==> src/hw/rtl/assert_macros.svh <==
// Assertion macros used by the heap RTL.
`ifndef ASSERT_MACROS_SVH
`define ASSERT_MACROS_SVH

// Same-cycle implication, disabled while reset is asserted.
`define CHK_SAME(lbl, ck, rst_n, ante, cons, msg) \
	lbl: assert property (@(posedge ck) disable iff (!rst_n) (ante) |-> (cons)) \
		else $error(msg);

// Next-cycle implication, disabled while reset is asserted.
`define CHK_NEXT(lbl, ck, rst_n, ante, cons, msg) \
	lbl: assert property (@(posedge ck) disable iff (!rst_n) (ante) |=> (cons)) \
		else $error(msg);

`endif

==> src/hw/rtl/hpq_pkg.sv <==
// Types and constants of the binary max-heap priority queue.
`default_nettype none

package hpq_pkg;

	localparam int CAPACITY = 64;
	localparam int PRIO_W   = 8;
	localparam int TAG_W    = 16;
	localparam int CNT_W    = $clog2(CAPACITY + 1);
	localparam int IDX_W    = $clog2(CAPACITY);
	localparam int ENTRY_W  = PRIO_W + TAG_W;

	typedef enum logic {
		CMD_INSERT = 1'b0,
		CMD_REMOVE = 1'b1
	} cmd_t;

	typedef enum logic [1:0] {
		ST_OK    = 2'd0,
		ST_FULL  = 2'd1,
		ST_EMPTY = 2'd2
	} status_t;

	typedef struct packed {
		cmd_t              cmd;
		logic [PRIO_W-1:0] priority_req;
		logic [TAG_W-1:0]  tag;
	} req_t;

	typedef struct packed {
		status_t           status;
		logic [CNT_W-1:0]  count;
		logic              top_valid;
		logic [PRIO_W-1:0] top_priority;
		logic [TAG_W-1:0]  top_tag;
	} rsp_t;

	typedef struct packed {
		logic [PRIO_W-1:0] prio;
		logic [TAG_W-1:0]  tag;
	} entry_t;

	typedef enum logic [2:0] {
		S_IDLE,
		S_UP_RD,
		S_UP_CMP,
		S_DN_LAST,
		S_DN_RDL,
		S_DN_RDR,
		S_DN_CMP,
		S_DONE
	} state_t;

endpackage

`default_nettype wire

==> src/hw/rtl/hpq_ram.sv <==
// Generic single-write, single-read synchronous RAM with registered read data.
`default_nettype none

module hpq_ram #(
	parameter int WIDTH = 24,
	parameter int DEPTH = 64
) (
	input  wire logic                     clk,
	input  wire logic                     we,
	input  wire logic [$clog2(DEPTH)-1:0] waddr,
	input  wire logic [WIDTH-1:0]         wdata,
	input  wire logic                     re,
	input  wire logic [$clog2(DEPTH)-1:0] raddr,
	output logic      [WIDTH-1:0]         rdata
);

	logic [WIDTH-1:0] mem [DEPTH];

	always_ff @(posedge clk) begin
		if (we) begin
			mem[waddr] <= wdata;
		end
		if (re) begin
			rdata <= mem[raddr];
		end
	end

endmodule

`default_nettype wire

==> src/hw/rtl/hpq_ctrl.sv <==
// Sift engine: sequences heap inserts and removes over the entry RAM.
`default_nettype none

`include "assert_macros.svh"

module hpq_ctrl (
	input  wire logic                        clk,
	input  wire logic                        arst_n,
	input  wire logic                        req_valid,
	output logic                             req_ready,
	input  wire hpq_pkg::req_t               req,
	output logic                             res_load,
	input  wire logic                        res_free,
	output hpq_pkg::rsp_t                    res,
	output logic                             ram_we,
	output logic [hpq_pkg::IDX_W-1:0]        ram_waddr,
	output hpq_pkg::entry_t                  ram_wdata,
	output logic                             ram_re,
	output logic [hpq_pkg::IDX_W-1:0]        ram_raddr,
	input  wire hpq_pkg::entry_t             ram_rdata
);

	import hpq_pkg::*;

	state_t           state_q, state_d;
	logic [CNT_W-1:0] cnt_q;
	logic [IDX_W-1:0] idx_q;
	entry_t           x_q;
	entry_t           lft_q;
	logic             has_r_q;
	status_t          st_q;
	entry_t           top_q;

	logic             acc;
	logic             full;
	logic             empty;
	logic [IDX_W-1:0] parent;
	logic [CNT_W-1:0] left_w;
	logic [CNT_W-1:0] right_w;
	logic             up_go;
	logic             r_win;
	entry_t           big;
	logic [IDX_W-1:0] big_idx;
	logic             dn_go;

	assign acc     = req_valid && req_ready;
	assign full    = (cnt_q == CNT_W'(CAPACITY));
	assign empty   = (cnt_q == '0);
	assign parent  = (idx_q - IDX_W'(1)) >> 1;
	assign left_w  = CNT_W'({idx_q, 1'b1});
	assign right_w = left_w + CNT_W'(1);
	assign up_go   = (x_q.prio > ram_rdata.prio);
	assign r_win   = has_r_q && (ram_rdata.prio > lft_q.prio);
	assign big     = r_win ? ram_rdata : lft_q;
	assign big_idx = r_win ? right_w[IDX_W-1:0] : left_w[IDX_W-1:0];
	assign dn_go   = (x_q.prio < big.prio);

	// next state
	always_comb begin
		state_d = state_q;
		unique case (state_q)
			S_IDLE: begin
				if (acc) begin
					if (req.cmd == CMD_INSERT) begin
						state_d = full ? S_DONE : S_UP_RD;
					end else begin
						state_d = (empty || cnt_q == CNT_W'(1)) ? S_DONE : S_DN_LAST;
					end
				end
			end
			S_UP_RD:   state_d = (idx_q == '0) ? S_DONE : S_UP_CMP;
			S_UP_CMP:  state_d = up_go ? S_UP_RD : S_DONE;
			S_DN_LAST: state_d = S_DN_RDL;
			S_DN_RDL:  state_d = (left_w >= cnt_q) ? S_DONE : S_DN_RDR;
			S_DN_RDR:  state_d = S_DN_CMP;
			S_DN_CMP:  state_d = dn_go ? S_DN_RDL : S_DONE;
			S_DONE:    state_d = res_free ? S_IDLE : S_DONE;
			default:   state_d = S_IDLE;
		endcase
	end

	// memory and handshake controls
	always_comb begin
		req_ready = (state_q == S_IDLE);
		res_load  = (state_q == S_DONE) && res_free;
		ram_we    = 1'b0;
		ram_waddr = idx_q;
		ram_wdata = x_q;
		ram_re    = 1'b0;
		ram_raddr = parent;
		unique case (state_q)
			S_IDLE: begin
				if (acc && req.cmd == CMD_REMOVE && cnt_q > CNT_W'(1)) begin
					ram_re    = 1'b1;
					ram_raddr = IDX_W'(cnt_q - CNT_W'(1));
				end
			end
			S_UP_RD: begin
				if (idx_q == '0) begin
					ram_we = 1'b1;
				end else begin
					ram_re = 1'b1;
				end
			end
			S_UP_CMP: begin
				ram_we    = 1'b1;
				ram_wdata = up_go ? ram_rdata : x_q;
			end
			S_DN_RDL: begin
				if (left_w >= cnt_q) begin
					ram_we = 1'b1;
				end else begin
					ram_re    = 1'b1;
					ram_raddr = left_w[IDX_W-1:0];
				end
			end
			S_DN_RDR: begin
				ram_re    = (right_w < cnt_q);
				ram_raddr = right_w[IDX_W-1:0];
			end
			S_DN_CMP: begin
				ram_we    = 1'b1;
				ram_wdata = dn_go ? big : x_q;
			end
			S_DN_LAST, S_DONE: begin
			end
			default: begin
			end
		endcase
	end

	always_ff @(posedge clk or negedge arst_n) begin
		if (!arst_n) begin
			state_q <= S_IDLE;
			cnt_q   <= '0;
		end else begin
			state_q <= state_d;
			if (acc) begin
				if (req.cmd == CMD_INSERT && !full) begin
					cnt_q <= cnt_q + CNT_W'(1);
				end else if (req.cmd == CMD_REMOVE && !empty) begin
					cnt_q <= cnt_q - CNT_W'(1);
				end
			end
		end
	end

	always_ff @(posedge clk) begin
		if (acc) begin
			x_q   <= '{prio: req.priority_req, tag: req.tag};
			idx_q <= cnt_q[IDX_W-1:0];
			if (req.cmd == CMD_INSERT) begin
				st_q <= full ? ST_FULL : ST_OK;
			end else begin
				st_q <= empty ? ST_EMPTY : ST_OK;
			end
		end
		if (state_q == S_DN_LAST) begin
			x_q   <= ram_rdata;
			idx_q <= '0;
		end
		if (state_q == S_UP_CMP && up_go) begin
			idx_q <= parent;
		end
		if (state_q == S_DN_RDR) begin
			lft_q   <= ram_rdata;
			has_r_q <= (right_w < cnt_q);
		end
		if (state_q == S_DN_CMP && dn_go) begin
			idx_q <= big_idx;
		end
		if (ram_we && ram_waddr == '0) begin
			top_q <= ram_wdata;
		end
	end

	always_comb begin
		res.status       = st_q;
		res.count        = cnt_q;
		res.top_valid    = !empty;
		res.top_priority = empty ? '0 : top_q.prio;
		res.top_tag      = empty ? '0 : top_q.tag;
	end

	`CHK_SAME(a_cnt_bound, clk, arst_n, 1'b1, cnt_q <= CNT_W'(CAPACITY), "count above capacity")
	`CHK_SAME(a_wr_in_heap, clk, arst_n, ram_we, CNT_W'(ram_waddr) < cnt_q, "write past last entry")
	`CHK_SAME(a_rd_in_heap, clk, arst_n, ram_re, CNT_W'(ram_raddr) < cnt_q, "read past last entry")
	`CHK_NEXT(a_ins_count, clk, arst_n, acc && req.cmd == CMD_INSERT && !full,
		cnt_q == $past(cnt_q) + CNT_W'(1), "insert did not grow count")

endmodule

`default_nettype wire

==> src/hw/rtl/binary_max_heap_priority_queue.sv <==
// Binary max-heap priority queue: top level with entry RAM and response register.
// Usage:
//   req channel (req_valid/req_ready/req) carries one command per transaction:
//   insert an entry (priority_req, tag) or remove the top entry.
//   rsp channel (rsp_valid/rsp_ready/rsp) returns exactly one transaction per
//   command: status, count after the command, and the current top entry
//   (top_valid low and top fields zero when the heap is empty).
//   Commands are processed one at a time; entries live in a 64-entry RAM
//   with registered read data, so the sift loop sets the time per command.
//   Insert: the entry climbs level by level while it is larger than its
//   parent, and stops there or at the root.
//   Remove: the last entry moves to the root and descends while a child is
//   larger than it, trading places with the larger child.
//   Full insert, empty remove and removing the only entry touch no RAM.
//   The response sits in an output register; the next command is taken while
//   it waits. If the receiver stalls and the register is still occupied, a
//   finished command holds in the engine and req_ready stays low.
//   Reset (arst_n low) empties the heap; RAM contents need no clearing, only
//   slots below the count are ever read.
`default_nettype none

module binary_max_heap_priority_queue (
	input  wire logic           clk,
	input  wire logic           arst_n,
	input  wire logic           req_valid,
	output logic                req_ready,
	input  wire hpq_pkg::req_t  req,
	output logic                rsp_valid,
	input  wire logic           rsp_ready,
	output hpq_pkg::rsp_t       rsp
);

	import hpq_pkg::*;

	logic             res_load;
	logic             res_free;
	rsp_t             res;
	logic             ram_we;
	logic [IDX_W-1:0] ram_waddr;
	entry_t           ram_wdata;
	logic             ram_re;
	logic [IDX_W-1:0] ram_raddr;
	entry_t           ram_rdata;
	logic             rsp_valid_q;
	rsp_t             rsp_q;

	hpq_ctrl u_ctrl (
		.clk       (clk),
		.arst_n    (arst_n),
		.req_valid (req_valid),
		.req_ready (req_ready),
		.req       (req),
		.res_load  (res_load),
		.res_free  (res_free),
		.res       (res),
		.ram_we    (ram_we),
		.ram_waddr (ram_waddr),
		.ram_wdata (ram_wdata),
		.ram_re    (ram_re),
		.ram_raddr (ram_raddr),
		.ram_rdata (ram_rdata)
	);

	hpq_ram #(
		.WIDTH (ENTRY_W),
		.DEPTH (CAPACITY)
	) u_ram (
		.clk   (clk),
		.we    (ram_we),
		.waddr (ram_waddr),
		.wdata (ram_wdata),
		.re    (ram_re),
		.raddr (ram_raddr),
		.rdata (ram_rdata)
	);

	assign res_free = !rsp_valid_q || rsp_ready;

	always_ff @(posedge clk or negedge arst_n) begin
		if (!arst_n) begin
			rsp_valid_q <= 1'b0;
		end else if (res_load) begin
			rsp_valid_q <= 1'b1;
		end else if (rsp_ready) begin
			rsp_valid_q <= 1'b0;
		end
	end

	always_ff @(posedge clk) begin
		if (res_load) begin
			rsp_q <= res;
		end
	end

	assign rsp_valid = rsp_valid_q;
	assign rsp       = rsp_q;

endmodule

`default_nettype wire
==> config.mk <==
export PLATFORM = sky130hd
export DESIGN_NAME = binary_max_heap_priority_queue
export DESIGN_NICKNAME = d
export VERILOG_FILES = /design/src/hw/rtl/hpq_pkg.sv /design/src/hw/rtl/hpq_ram.sv /design/src/hw/rtl/hpq_ctrl.sv /design/src/hw/rtl/binary_max_heap_priority_queue.sv
export VERILOG_INCLUDE_DIRS = /design/src /design/src/hw/rtl
export SDC_FILE = /design/constraint.sdc
export NUM_CORES = 2
export LEC_CHECK = 0
export BUFFER_PORTS_ARGS = -buffer_cell sky130_fd_sc_hd__buf_2
export CAP_MARGIN = 10
export CORE_MARGIN = 1.5
export CORE_UTILIZATION = 55
export CTS_BUF_LIST = sky130_fd_sc_hd__clkbuf_16
export DETAILED_ROUTE_END_ITERATION = 6
export GPL_ROUTABILITY_DRIVEN = 1
export PLACE_DENSITY = 0.75
export RECOVER_POWER = 100
export SLEW_MARGIN = 20
export SYNTH_ARGS = -nofsm -noshare
export SYNTH_HDL_FRONTEND = slang
export SYNTH_SLANG_ARGS = --single-unit
==> constraint.sdc <==
create_clock -name clk -period 18.41 [get_ports clk]
set_clock_uncertainty 0.05 [all_clocks]
set_input_delay 0.9205 -clock clk [delete_from_list [all_inputs] [get_ports clk]]
set_output_delay 0.9205 -clock clk [all_outputs]
set_load 0.05 [all_outputs]
==> flow_metrics.env <==
export IMPL_ys_ff_latch=1686
export IMPL_setup_tns_ns=0
export IMPL_syn_avg_cell_area_sq_um=13.84
export IMPL_cts_tree="done"
export IMPL_hold_class="in2reg"
export IMPL_first_pass_iters=6
export IMPL_drv_slew=3422
export IMPL_clkSinkCount=1686
export IMPL_drt_iter0_markers=7086
export IMPL_clockBufferDepth=3
export IMPL_drt_wl_total_um=191700
export IMPL_worstPathRequired_ns=19.01
export IMPL_avgViaCountPerCell=6.536
export IMPL_coreArea_sq_um=123300
export IMPL_crit_path_end_kind="flop"
export IMPL_synthFlopType="edfxtp_1"
export IMPL_yosys_area_top_type_share_pct=73.73
export IMPL_drive_gt1_share_pct=9.073
export IMPL_critPathMaxFanout=163
export IMPL_ys_seq_area_share_pct=74.14
export IMPL_ys_types=88
export IMPL_failed_checks="capacitance limit, slew limit"
export IMPL_setup_viol=0
export IMPL_path_class="reg2reg"
export IMPL_relSlewSlack_pct=-195.0
export IMPL_hold_buffers=1
export IMPL_max_cap_violations=92
export IMPL_yosysTopAreaCell="edfxtp_1"
export IMPL_cp_top_family="simple AND/OR/NAND/NOR gates"
export IMPL_rows=129
export IMPL_synth_edf_count=1675
export IMPL_die_area_sq_um=126200
export IMPL_synthTopCellsByCount="edfxtp_1, nand2_1, nand3_1"
export IMPL_grt_total_usage_pct=30.06
export IMPL_pre_cts_ws_ns=11.53
export IMPL_cts_setup_buffers=0
export IMPL_timing_fmax_mhz=81.19
export IMPL_vias=43890
export IMPL_hpwl_um=105000
export IMPL_postLayoutCoreUtil_pct=60.81
export IMPL_post_route_period_util_pct=66.90
export IMPL_cts_root_buf="clkbuf_16"
export IMPL_worstMarginPinSlew_ns=4.414
export IMPL_cp_slowest_stage_delay_ns=3.28
export IMPL_insertion_delay_ns=0.80
export IMPL_io_buffer_count=64
export IMPL_syn_nets=4998
export IMPL_cts_made_buffers=165
export IMPL_finalWorstPathRequiredPeriod_ns=12.32
export IMPL_cpMaxStageDelayCell="nand2_1"
export IMPL_ys_top_cells_by_area="edfxtp_1, nand2_1, nand3_1"
export IMPL_status="finished with violations"
export IMPL_areaGrowthSynthToFinish_pct=9.919
export IMPL_hold_worst_slack_ns=0.3477
export IMPL_postRouteAntennaNets=0
export IMPL_synth_most_common_cell="edfxtp_1"
export IMPL_grt_pass1_wl_um=276700
export IMPL_die_y_um=355.2
export IMPL_syn_inst=4929
export IMPL_crit_chain="ha_1, and3_1, a221oi_1, and3_1, a211oi_1, buf_12, nand2_1, buf_12, clkbuf_1, a211oi_1, a31oi_1, o2bb2ai_1, a2111oi_0, and4_1"
export IMPL_post_cts_resized=0
export IMPL_rsz0062_at_grt="no"
export IMPL_grt_overflow=0
export IMPL_path_buf_inv=3
export IMPL_fillers=9086
export IMPL_grt_max_degree=179
export IMPL_hold_viol=0
export IMPL_grt_pass1_vias=41320
export IMPL_antenna_found_initial=14
export IMPL_clk_pin_slew_ns=0.06
export IMPL_critPathLaunchType="flop"
export IMPL_die_w_um=355.2
export IMPL_arrival_ns=12.91
export IMPL_syn_area_sq_um=68220
export IMPL_gp_congestion=0.8815
export IMPL_synthArstFlopShare_pct=0.6524
export IMPL_initial_core_util_pct=55.32
export IMPL_worst_slack_ns=6.094
export IMPL_yosysWarnings=0
export IMPL_nNetsFinal=5019
export IMPL_io_pins=65
export IMPL_htreeDepth=4
export IMPL_wl_per_cell_um=28.54
export IMPL_drc_errors=0
[final timing paths]
| check | start | end | slack [ns] | cells after the start |
|---|---|---|---|---|
| max | u_ctrl.ram_waddr[4] | u_ram.rdata[21] | 6.09 | 14 |
| min reg2reg | u_ctrl.st_q[1] | rsp[33] | 0.37 | 0 |
| max reg2reg | u_ctrl.ram_waddr[4] | u_ram.rdata[21] | 6.09 | 14 |
| min | req[18] | u_ctrl.x_q[18] | 0.35 | 3 |
| min in group asynchronous | arst_n | u_ctrl.cnt_q[4] | 0.62 | 2 |
| max in group asynchronous | arst_n | rsp_valid | 17.26 | 2 |
[per-layer routing]
metal	track usage (%)	vias up	part of all wire, %
met5	0	-	0.047
met4	15.24	12	5.4
met2	44.82	2954	45
met3	7.318	432	13
met1	41.50	21850	37
li1	-	18640	-
[placed cells by master, fill, tap and decap left out, types with 82 or more instances in the layout]
cell / count
mux2_2: 82
and3_1: 192
nor2_1: 137
edfxtp_1: 1675
clkbuf_16: 170
a211oi_1: 123
a21oi_1: 97
a31oi_1: 209
nand3_1: 384
nand2_1: 1065
clkbuf_1: 117
[through the flow]
step,cells,area [sq um]
after global placement,6416,70600
after global routing,6708,74970
after CTS,6706,75620
after floorplan,4929,68220
final,6715,74980
after detailed placement,6418,70630
[area by class of cell]
type                    count  area, sq um  share of cell area [%]
flip-flops and latches   1686        50570                   67.45
repair buffers            192         1032                   1.377
inverters                  31        116.4                  0.1552
clock inverters           117        726.9                  0.9695
clock buffers             170         4254                   5.673
diodes                      8        20.02                 0.02670
multi-input cells        2874        16210                   21.62
well taps                1637         2048                   2.732
[state kept, by name (all words and copies together) (netlist names)]
name,cells
u_ram.mem,1536
rsp,34
u_ctrl.lft_q,24
u_ctrl.top_q,24
u_ctrl.x_q,24
u_ram.rdata,24
u_ctrl.cnt_q,7
u_ctrl.ram_waddr,6
u_ctrl.state_q,3
u_ctrl.st_q,2
rsp_valid,1
u_ctrl.has_r_q,1
[logic make-up (layout without fill, tap and decap cells)]
group                      Yosys count  count (layout)  share of synthesized area, %
and+or+nand+nor                   1933            1933                         12.69
DFF                               1686            1686                         74.14
AOI/OAI and AO/OA                  764             764                         7.868
buffers and inverters              369             510                         2.439
muxes                              115             115                         1.838
adders and majority gates           40              40                        0.7336
xor gates and xnor gates            22              22                        0.2935
other                                0               8                             0
[worst min-delay path: cells and delay by family]
family,cells,cell delay (ns)
AND/OR/NAND/NOR,1,0.03
AO/OA/AOI/OAI,1,0.06
buffers and inverters,1,0.08
Power is not shown: default switching activity piles up to over one toggle a cycle in this logic, so the estimate is an artifact.
